**src/sv/pcmp_pkg.sv**
```systemverilog
// Package: shared types and constants of the PNG chunk metadata parser.
package pcmp_pkg;

   localparam int KEYWORD_LEN_DEF = 22;
   localparam int FIFO_DEPTH = 4;

   localparam logic [31:0] TAG_IHDR = 32'h49484452;
   localparam logic [31:0] TAG_ITXT = 32'h69545874;
   localparam logic [31:0] TAG_ICCP = 32'h69434350;
   localparam logic [31:0] TAG_SRGB = 32'h73524742;
   localparam logic [31:0] TAG_CHRM = 32'h6348524D;
   localparam logic [31:0] TAG_GAMA = 32'h67414D41;
   localparam logic [31:0] TAG_IEND = 32'h49454E44;
   localparam logic [31:0] LEN_MAX = 32'h7FFFFFFF;
   localparam logic [31:0] CRC_POLY = 32'hEDB88320;

   localparam logic [2:0] KIND_NONE = 3'd0;
   localparam logic [2:0] KIND_XMP  = 3'd1;
   localparam logic [2:0] KIND_ICCP = 3'd2;
   localparam logic [2:0] KIND_SRGB = 3'd3;
   localparam logic [2:0] KIND_CHRM = 3'd4;
   localparam logic [2:0] KIND_GAMA = 3'd5;

   localparam logic [1:0] STAT_NONE = 2'd0;
   localparam logic [1:0] STAT_OK   = 2'd1;
   localparam logic [1:0] STAT_KEY  = 2'd2;
   localparam logic [1:0] STAT_CRC  = 2'd3;

   localparam logic [2:0] STOP_RUN  = 3'd0;
   localparam logic [2:0] STOP_MAGIC = 3'd1;
   localparam logic [2:0] STOP_NOHDR = 3'd2;
   localparam logic [2:0] STOP_LEN  = 3'd3;
   localparam logic [2:0] STOP_CRC  = 3'd4;
   localparam logic [2:0] STOP_IEND = 3'd5;

   typedef enum logic [6:0] {
      PH_SIG  = 7'b0000001,
      PH_LEN  = 7'b0000010,
      PH_NAME = 7'b0000100,
      PH_SKIP = 7'b0001000,
      PH_CRC  = 7'b0010000,
      PH_DATA = 7'b0100000,
      PH_DONE = 7'b1000000
   } phase_type;

   typedef struct packed {
      logic [7:0] out_byte;
      logic       out_valid;
      logic [2:0] chunk_kind;
      logic [1:0] chunk_status;
      logic       parse_done;
      logic [2:0] stop_reason;
   } result_type;

   function automatic logic [7:0] sig_byte(input logic [2:0] idx);
      logic [7:0] r;
      case (idx)
         3'd0: r = 8'h89;
         3'd1: r = 8'h50;
         3'd2: r = 8'h4E;
         3'd3: r = 8'h47;
         3'd4: r = 8'h0D;
         3'd5: r = 8'h0A;
         3'd6: r = 8'h1A;
         3'd7: r = 8'h0A;
         default: r = 8'h00;
      endcase
      return r;
   endfunction

   function automatic logic [7:0] xmp_byte(input logic [4:0] idx);
      logic [7:0] r;
      case (idx)
         5'd0: r = "X";
         5'd1: r = "M";
         5'd2: r = "L";
         5'd3: r = ":";
         5'd4: r = "c";
         5'd5: r = "o";
         5'd6: r = "m";
         5'd7: r = ".";
         5'd8: r = "a";
         5'd9: r = "d";
         5'd10: r = "o";
         5'd11: r = "b";
         5'd12: r = "e";
         5'd13: r = ".";
         5'd14: r = "x";
         5'd15: r = "m";
         5'd16: r = "p";
         default: r = 8'h00;
      endcase
      return r;
   endfunction

   function automatic logic [31:0] crc_byte(input logic [31:0] c_in, input logic [7:0] b);
      logic [31:0] c;
      c = c_in ^ {24'd0, b};
      for (int k = 0; k < 8; k++) begin
         c = c[0] ? ((c >> 1) ^ CRC_POLY) : (c >> 1);
      end
      return c;
   endfunction

endpackage

```
**src/sv/pcmp_front.sv**
```systemverilog
// Front end: accepts bytes, walks the chunk structure and forms one result per byte.
module pcmp_front #(
   parameter int KEYWORD_LEN = pcmp_pkg::KEYWORD_LEN_DEF
) (
   input  logic                 clock,
   input  logic                 reset,
   input  logic                 in_valid,
   input  logic [7:0]           in_byte,
   input  logic                 advance,
   output pcmp_pkg::result_type res
);

   localparam logic [31:0] ITXT_MIN = 32'(KEYWORD_LEN + 54);

   pcmp_pkg::phase_type phase_ff, phase_in;
   logic [4:0]  step_ff, step_in;
   logic [31:0] len_ff, len_in, left_ff, left_in, tag_ff, tag_in;
   logic [31:0] crc_ff, crc_in, scrc_ff, scrc_in;
   logic        hdr_ff, hdr_in, key_ff, key_in;
   logic [4:0]  caps_ff, caps_in;
   logic [2:0]  kind_ff, kind_in, stop_ff, stop_in;

   logic [31:0] tag_nx, len_nx, scrc_nx, offset;
   logic [2:0]  ck;

   always_comb begin
      phase_in = phase_ff; step_in = step_ff; len_in = len_ff; left_in = left_ff;
      tag_in = tag_ff; crc_in = crc_ff; scrc_in = scrc_ff; hdr_in = hdr_ff;
      key_in = key_ff; caps_in = caps_ff; kind_in = kind_ff; stop_in = stop_ff;
      res = '0;
      res.out_byte = in_byte;
      tag_nx = {tag_ff[23:0], in_byte};
      len_nx = (step_ff == 5'd0) ? {24'd0, in_byte} : {len_ff[23:0], in_byte};
      scrc_nx = (step_ff == 5'd0) ? {24'd0, in_byte} : {scrc_ff[23:0], in_byte};
      offset = len_ff - left_ff;
      ck = pcmp_pkg::KIND_NONE;
      case (phase_ff)
         pcmp_pkg::PH_SIG: begin
            if (in_byte == pcmp_pkg::sig_byte(step_ff[2:0])) begin
               step_in = step_ff + 5'd1;
               if (step_ff == 5'd7) begin
                  step_in = '0;
                  phase_in = pcmp_pkg::PH_LEN;
               end
            end else begin
               phase_in = pcmp_pkg::PH_DONE;
               stop_in = pcmp_pkg::STOP_MAGIC;
            end
         end
         pcmp_pkg::PH_LEN: begin
            len_in = len_nx;
            step_in = step_ff + 5'd1;
            if (step_ff == 5'd3) begin
               step_in = '0;
               if (len_nx > pcmp_pkg::LEN_MAX) begin
                  phase_in = pcmp_pkg::PH_DONE;
                  stop_in = pcmp_pkg::STOP_LEN;
               end else begin
                  crc_in = '1;
                  phase_in = pcmp_pkg::PH_NAME;
               end
            end
         end
         pcmp_pkg::PH_NAME: begin
            tag_in = tag_nx;
            crc_in = pcmp_pkg::crc_byte(crc_ff, in_byte);
            step_in = step_ff + 5'd1;
            if (step_ff == 5'd3) begin
               step_in = '0;
               if (!hdr_ff && !(len_ff == 32'd13 && tag_nx == pcmp_pkg::TAG_IHDR)) begin
                  phase_in = pcmp_pkg::PH_DONE;
                  stop_in = pcmp_pkg::STOP_NOHDR;
               end else begin
                  hdr_in = 1'b1;
                  if (tag_nx == pcmp_pkg::TAG_ITXT && len_ff > ITXT_MIN && !caps_ff[0])
                     ck = pcmp_pkg::KIND_XMP;
                  else if (tag_nx == pcmp_pkg::TAG_ICCP && !caps_ff[1])
                     ck = pcmp_pkg::KIND_ICCP;
                  else if (tag_nx == pcmp_pkg::TAG_SRGB && !caps_ff[2] && len_ff == 32'd1)
                     ck = pcmp_pkg::KIND_SRGB;
                  else if (tag_nx == pcmp_pkg::TAG_CHRM && !caps_ff[3] && len_ff == 32'd32)
                     ck = pcmp_pkg::KIND_CHRM;
                  else if (tag_nx == pcmp_pkg::TAG_GAMA && !caps_ff[4] && len_ff == 32'd4)
                     ck = pcmp_pkg::KIND_GAMA;
                  if (ck != pcmp_pkg::KIND_NONE) begin
                     caps_in = caps_ff | (5'd1 << (ck - 3'd1));
                     kind_in = ck;
                     key_in = 1'b1;
                     left_in = len_ff;
                     phase_in = (len_ff == 32'd0) ? pcmp_pkg::PH_CRC : pcmp_pkg::PH_DATA;
                  end else if (tag_nx == pcmp_pkg::TAG_IEND) begin
                     phase_in = pcmp_pkg::PH_DONE;
                     stop_in = pcmp_pkg::STOP_IEND;
                  end else begin
                     left_in = len_ff + 32'd4;
                     phase_in = pcmp_pkg::PH_SKIP;
                  end
               end
            end
         end
         pcmp_pkg::PH_SKIP: begin
            if (left_ff <= 32'd1) begin
               left_in = '0;
               step_in = '0;
               phase_in = pcmp_pkg::PH_LEN;
            end else begin
               left_in = left_ff - 32'd1;
            end
         end
         pcmp_pkg::PH_DATA: begin
            if (kind_ff == pcmp_pkg::KIND_XMP && offset < 32'(KEYWORD_LEN)
                && in_byte != pcmp_pkg::xmp_byte(offset[4:0]))
               key_in = 1'b0;
            crc_in = pcmp_pkg::crc_byte(crc_ff, in_byte);
            res.out_valid = 1'b1;
            res.chunk_kind = kind_ff;
            if (left_ff <= 32'd1) begin
               left_in = '0;
               step_in = '0;
               if (kind_ff == pcmp_pkg::KIND_XMP && !key_in) begin
                  res.chunk_status = pcmp_pkg::STAT_KEY;
                  caps_in = caps_ff & ~5'd1;
                  left_in = 32'd4;
                  phase_in = pcmp_pkg::PH_SKIP;
               end else begin
                  phase_in = pcmp_pkg::PH_CRC;
               end
            end else begin
               left_in = left_ff - 32'd1;
            end
         end
         pcmp_pkg::PH_CRC: begin
            scrc_in = scrc_nx;
            step_in = step_ff + 5'd1;
            if (step_ff == 5'd3) begin
               step_in = '0;
               res.chunk_kind = kind_ff;
               if (~crc_ff == scrc_nx) begin
                  res.chunk_status = pcmp_pkg::STAT_OK;
                  phase_in = pcmp_pkg::PH_LEN;
               end else begin
                  res.chunk_status = pcmp_pkg::STAT_CRC;
                  phase_in = pcmp_pkg::PH_DONE;
                  stop_in = pcmp_pkg::STOP_CRC;
               end
            end
         end
         default: phase_in = pcmp_pkg::PH_DONE;
      endcase
      res.parse_done = (phase_in == pcmp_pkg::PH_DONE);
      res.stop_reason = stop_in;
   end

   always_ff @(posedge clock) begin
      if (reset) begin
         phase_ff <= pcmp_pkg::PH_SIG; step_ff <= '0; len_ff <= '0; left_ff <= '0;
         tag_ff <= '0; crc_ff <= '1; scrc_ff <= '0; hdr_ff <= 1'b0; key_ff <= 1'b1;
         caps_ff <= '0; kind_ff <= '0; stop_ff <= '0;
      end else if (in_valid && advance) begin
         phase_ff <= phase_in; step_ff <= step_in; len_ff <= len_in; left_ff <= left_in;
         tag_ff <= tag_in; crc_ff <= crc_in; scrc_ff <= scrc_in; hdr_ff <= hdr_in;
         key_ff <= key_in; caps_ff <= caps_in; kind_ff <= kind_in; stop_ff <= stop_in;
      end
   end

endmodule

```
**src/sv/pcmp_queue.sv**
```systemverilog
// Back end: short result queue between the parser and the result channel.
module pcmp_queue (
   input  logic                 clock,
   input  logic                 reset,
   input  logic                 push,
   input  pcmp_pkg::result_type push_data,
   output logic                 full,
   output logic                 pop_valid,
   input  logic                 pop,
   output pcmp_pkg::result_type pop_data
);

   localparam int AW = $clog2(pcmp_pkg::FIFO_DEPTH);

   pcmp_pkg::result_type mem_ff [pcmp_pkg::FIFO_DEPTH];
   logic [AW-1:0] wr_ff, wr_in, rd_ff, rd_in;
   logic [AW:0]   cnt_ff, cnt_in;

   assign full = (cnt_ff == (AW+1)'(pcmp_pkg::FIFO_DEPTH));
   assign pop_valid = (cnt_ff != '0);
   assign pop_data = mem_ff[rd_ff];

   always_comb begin
      wr_in = push ? wr_ff + 1'b1 : wr_ff;
      rd_in = pop ? rd_ff + 1'b1 : rd_ff;
      cnt_in = cnt_ff + (AW+1)'(push) - (AW+1)'(pop);
   end

   always_ff @(posedge clock) begin
      if (push) begin
         mem_ff[wr_ff] <= push_data;
      end
   end

   always_ff @(posedge clock) begin
      if (reset) begin
         wr_ff <= '0; rd_ff <= '0; cnt_ff <= '0;
      end else begin
         wr_ff <= wr_in; rd_ff <= rd_in; cnt_ff <= cnt_in;
      end
   end

endmodule

```
**src/sv/png_chunk_metadata_parser_top.sv**
```systemverilog
// Top level of the PNG chunk metadata parser.
//  channel | direction | ports
//  req     | in        | req_valid, req_stall, req_data_byte
//  rsp     | out       | rsp_valid, rsp_stall, rsp_out_byte .. rsp_stop_reason
// One byte per cycle while req_stall is low; each byte yields one result that is
// registered in a four-entry result queue, whose fill level sets req_stall.
// Reset clears parser state and empties the queue.
// rsp_stall holds results in the queue; input keeps flowing until it fills.
module png_chunk_metadata_parser_top #(
   parameter int KEYWORD_LEN = pcmp_pkg::KEYWORD_LEN_DEF
) (
   input  logic       clock,
   input  logic       reset,
   input  logic       req_valid,
   output logic       req_stall,
   input  logic [7:0] req_data_byte,
   output logic       rsp_valid,
   input  logic       rsp_stall,
   output logic [7:0] rsp_out_byte,
   output logic       rsp_out_valid,
   output logic [2:0] rsp_chunk_kind,
   output logic [1:0] rsp_chunk_status,
   output logic       rsp_parse_done,
   output logic [2:0] rsp_stop_reason
);

   pcmp_pkg::result_type res, qout;
   logic full, take;

   assign req_stall = full;
   assign take = req_valid && !full;

   pcmp_front #(.KEYWORD_LEN(KEYWORD_LEN)) u_front (
      .clock(clock), .reset(reset), .in_valid(req_valid), .in_byte(req_data_byte),
      .advance(!full), .res(res)
   );

   pcmp_queue u_queue (
      .clock(clock), .reset(reset), .push(take), .push_data(res), .full(full),
      .pop_valid(rsp_valid), .pop(rsp_valid && !rsp_stall), .pop_data(qout)
   );

   assign rsp_out_byte = qout.out_byte;
   assign rsp_out_valid = qout.out_valid;
   assign rsp_chunk_kind = qout.chunk_kind;
   assign rsp_chunk_status = qout.chunk_status;
   assign rsp_parse_done = qout.parse_done;
   assign rsp_stop_reason = qout.stop_reason;

endmodule
```
**config.mk**
```make
export PLATFORM = sky130hd
export DESIGN_NAME = png_chunk_metadata_parser_top
export DESIGN_NICKNAME = d
export VERILOG_FILES = /design/src/sv/pcmp_pkg.sv /design/src/sv/pcmp_front.sv /design/src/sv/pcmp_queue.sv /design/src/sv/png_chunk_metadata_parser_top.sv
export SDC_FILE = /design/constraint.sdc
export NUM_CORES = 1
export LEC_CHECK = 0
export ABC_AREA = 1
export BUFFER_PORTS_ARGS = -buffer_cell sky130_fd_sc_hd__buf_2
export CAP_MARGIN = 10
export CORE_MARGIN = 3
export CORE_UTILIZATION = 60
export DETAILED_ROUTE_END_ITERATION = 16
export GPL_ROUTABILITY_DRIVEN = 1
export PLACE_DENSITY = 0.77
export RECOVER_POWER = 50
export SLEW_MARGIN = 10
export SYNTH_ARGS = -nofsm -noshare
export SYNTH_HDL_FRONTEND = slang
export SYNTH_HIERARCHICAL = 1
export SYNTH_SLANG_ARGS = --single-unit
```
**constraint.sdc**
```tcl
create_clock -name clock -period 10 [get_ports clock]
set_clock_uncertainty 0.05 [all_clocks]
set_input_delay 0 -clock clock [delete_from_list [all_inputs] [get_ports clock]]
set_output_delay 0 -clock clock [all_outputs]
set_load 0.03 [all_outputs]
```
==> flow_metrics.py <==
metrics = {
    "outcome": {
        "status": "finished with violations",
        "violations": "max-capacitance violations, max-slew violations",
    },
    "place": {
        "placed_cells": 2840,
        "io_buffers": 31,
        "dp_hpwl_um": 37400,
        "dpl_worst_slack_ns": 6.01,
        "place.gp.congestion": 0.971,
    },
    "floorplanning": {
        "num_io_pins": 32,
        "start_util_pct": 61.4,
        "num_rows": 61,
        "dieWidth_um": 175,
        "dieHeight_um": 175,
        "core-area_sq_um": 28000,
        "design.die.area_sq_um": 30700,
    },
    "clocking": {
        "clkTransAtPathRegs_ns": 0.06,
        "post_cts_buffers": 0,
        "insertion_delay_ns": 0.55,
        "cts-root-buf": "clkbuf_16",
        "clock_sinks": 257,
        "cts_tree": "done",
        "cts_max_level": 1,
        "cts.path.max_buffers": 3,
        "cts_buffers": 27,
    },
    "global_route": {
        "antenna_found_initial": 2,
        "first_global_vias": 15032,
        "grt_max_degree": 73,
        "grt_pass1_wl_um": 79600,
        "grt_overflow": 0,
        "grt_util_all_layers_pct": 32.1,
    },
    "final_layout": {
        "seqCellArea_sq_um": 5870,
        "layout.nets": 2576,
        "final_common_cell": "nand2_1",
        "multi_input_area_sq_um": 9360,
        "area_growth_pct": 7.20,
        "drive_gt1_share_pct": 5.11,
        "num_antenna_cells": 0,
        "final_cell_count_no_fill": 2901,
        "fillers": 2571,
        "final_cell_mix": "nand2_1 (564), inv_1 (378), nor2_1 (224), a21oi_1 (214), dfxtp_1 (184)",
    },
    "power_and_ir_drop": {
        "combPwrFrac_pct": 41.1,
        "irDropWorstVdd_mv": 0.126,
        "p_clk_share_pct": 27.3,
        "p_int_mw": 2.29,
        "p_sw_share_pct": 41.3,
        "cellLeakagePower_nw": 8.50,
        "p_sw_mw": 1.61,
        "powerDensity_nw_per_um2": 211,
        "seqPwrFrac_pct": 31.6,
        "p_total_mw": 3.90,
    },
    "sta": {
        "finalSetupViolations": 0,
        "min_period_over_period_pct": 47.0,
        "setup_ws_ns": 5.30,
        "worst_pin_slew_ns": 3.83,
        "fin_tns_setup_ns": 0,
        "final-hold-violation-count": 0,
        "timing.hold.ws_ns": 0.218,
        "slew_headroom_pct": -156,
        "fmax_mhz": 213,
        "finalMaxSlewViolations": 211,
        "fin_crit_ns": 4.70,
        "rsz0062_at_grt": "false",
    },
    "setup_path": {
        "worstReg2RegEnd": "u_front/crc_ff[11]$_SDFFE_PP1P_",
        "cp.arrival_ns": 5.09,
        "cp_max_fo": 40,
        "r2r-start": "u_front/phase_ff[3]$_SDFFE_PP0P_",
        "critPathKind": "register to register",
        "r2r_cells": 9,
        "start_kind": "register",
        "reg2reg_setup_slack_ns": 5.30,
        "required_ns": 10.40,
        "crit_path_end_kind": "register",
    },
    "routing": {
        "routed_wl_um": 50900,
        "drtIter0Drc": 1888,
        "drt-wirelength-per-cell_um": 17.6,
        "drc_errors": 0,
        "vias": 16791,
        "vias_per_cell": 5.79,
        "dr.pass1.iters": 8,
        "ant_nets": 0,
    },
    "flow_run": {
        "maxCapViolCount": 5,
    },
    "yosys": {
        "synthMuxAreaShare_pct": 0,
        "ys.flop_type": "dfxtp_1",
        "synth_fa_ha_area_share_pct": 4.60,
        "yosysWarnings": 6,
        "syn-cell-area_sq_um": 17200,
        "syn_inst": 2501,
        "ys_seq_elements": 257,
        "synth-simple-area-share_pct": 28.1,
        "yosysSeqAreaShare_pct": 34.1,
        "synth_cell_type_count": 59,
        "synth-xor-area-share_pct": 5.36,
        "synthesis.nets": 2575,
        "ys_async_sr_fraction_pct": 0,
        "synth_top_family_by_area": "simple AND/OR/NAND/NOR gates",
        "avgSynthCellArea_sq_um": 6.88,
        "synth_compound_area_share_pct": 16.5,
        "synth_edf_count": 72,
    },
    "hold_path": {
        "hold-path-endpoint": "u_queue/rd_ff[0]$_SDFFE_PP0P_",
        "min_from": "rsp_stall",
        "hp-class": "input port to register",
        "hold_depth": 4,
    },
}
what timing repair did:
| item | CTS | global route |
|---|---|---|
| endpoints found under the hold margin | 59 | 0 |
| resized for setup | 0 | 0 |
| hold buffers | 11 | 0 |
registers in the layout, summed over array words and instances (netlist names), 5 cells and up, named ones only:
name              cells
u_front/tag_ff       24
u_front/len_ff       32
u_queue/mem_ff       72
u_front/step_ff       5
u_front/caps_ff       5
u_front/scrc_ff      24
u_front/crc_ff       32
u_front/left_ff      32
u_front/phase_ff      7
worst max-delay path by stage:
stage / from / end / slack, ns / cells past startpoint
floorplan: u_front/len_ff[2]$_SDFFE_PP0P_ / u_front/left_ff[30]$_SDFFE_PP0P_ / 6.74 / 25
global placement: u_front/len_ff[2]$_SDFFE_PP0P_ / u_front/left_ff[23]$_SDFFE_PP0P_ / 6.12 / 20
detailed placement: u_front/len_ff[2]$_SDFFE_PP0P_ / u_front/left_ff[28]$_SDFFE_PP0P_ / 6.01 / 25
CTS: u_front/len_ff[2]$_SDFFE_PP0P_ / u_front/left_ff[28]$_SDFFE_PP0P_ / 5.97 / 25
global route: u_front/phase_ff[3]$_SDFFE_PP0P_ / u_front/crc_ff[28]$_SDFFE_PP1P_ / 4.90 / 9
finish: u_front/phase_ff[3]$_SDFFE_PP0P_ / u_front/crc_ff[11]$_SDFFE_PP1P_ / 5.30 / 9
power by group through the flow:
stage / clock network [mW] / logic, mW / registers [mW]
2_1_floorplan: 0 / 1.23 / 1.24
3_3_place_gp: 0 / 1.55 / 1.25
3_5_place_dp: 0 / 1.58 / 1.25
4_1_cts: 1.07 / 1.59 / 1.23
5_1_grt: 1.11 / 1.80 / 1.24
6_report: 1.06 / 1.60 / 1.23
synthesized netlist by cell type (all sizes together) (41+ instances only):
cell / instances / area [sq um]
a21oi: 217 / 1100
buf: 41 / 297
dfxtp: 185 / 3700
edfxtp: 72 / 2160
ha: 60 / 751
inv: 393 / 1480
nand2: 571 / 2170
nand3: 134 / 708
nand4: 47 / 300
nor2: 236 / 941
nor3: 57 / 322
o21ai: 193 / 988
xor2: 79 / 729
stage by stage:
stage / util [%] / instance area (sq um)
6_report: 65.8 / 18400
5_1_grt: 65.8 / 18400
2_1_floorplan: - / 17200
4_1_cts: 66.1 / 18500
3_3_place_gp: 62.4 / 17500
3_5_place_dp: 62.4 / 17500
layout make-up:
cell class              count  share of cell area [%]
repair buffers             53                    1.66
well taps                 378                    2.57
inverters                 396                    8.08
clock buffers              32                    3.89
clock inverters            18                    1.21
flip-flops and latches    257                    31.8
multi-input cells        1767                    50.8
cells by family (layout without fill, tap and decap cells):
| logic type | after synthesis | after routing |
|---|---|---|
| compound gates | 510 | 510 |
| xor+xnor | 100 | 100 |
| fa+ha+maj | 62 | 62 |
| buf+inv | 477 | 499 |
| flops | 257 | 257 |
| simple gates | 1095 | 1095 |
layer usage:
metal | share of wire, % | GRT usage [%] | up-vias
li1 | - | - | 8201
met1 | 45 | 47.0 | 7754
met2 | 42 | 48.4 | 744
met3 | 11 | 7.52 | 90
met4 | 1.9 | 6.85 | 2
met5 | 0.026 | 0 | -
worst max-delay path, stage by stage, from the launching register on:
cell	delay, ns
dfxtp_1	0.35
nor2_1	0.22
nand2_2	0.09
nor4_1	1.45
nor2_1	0.20
nand2_1	0.15
nand2_1	0.57
inv_1	1.11
o21ai_0	0.23
o211ai_1	0.16
(Power assumes the default switching activity.)
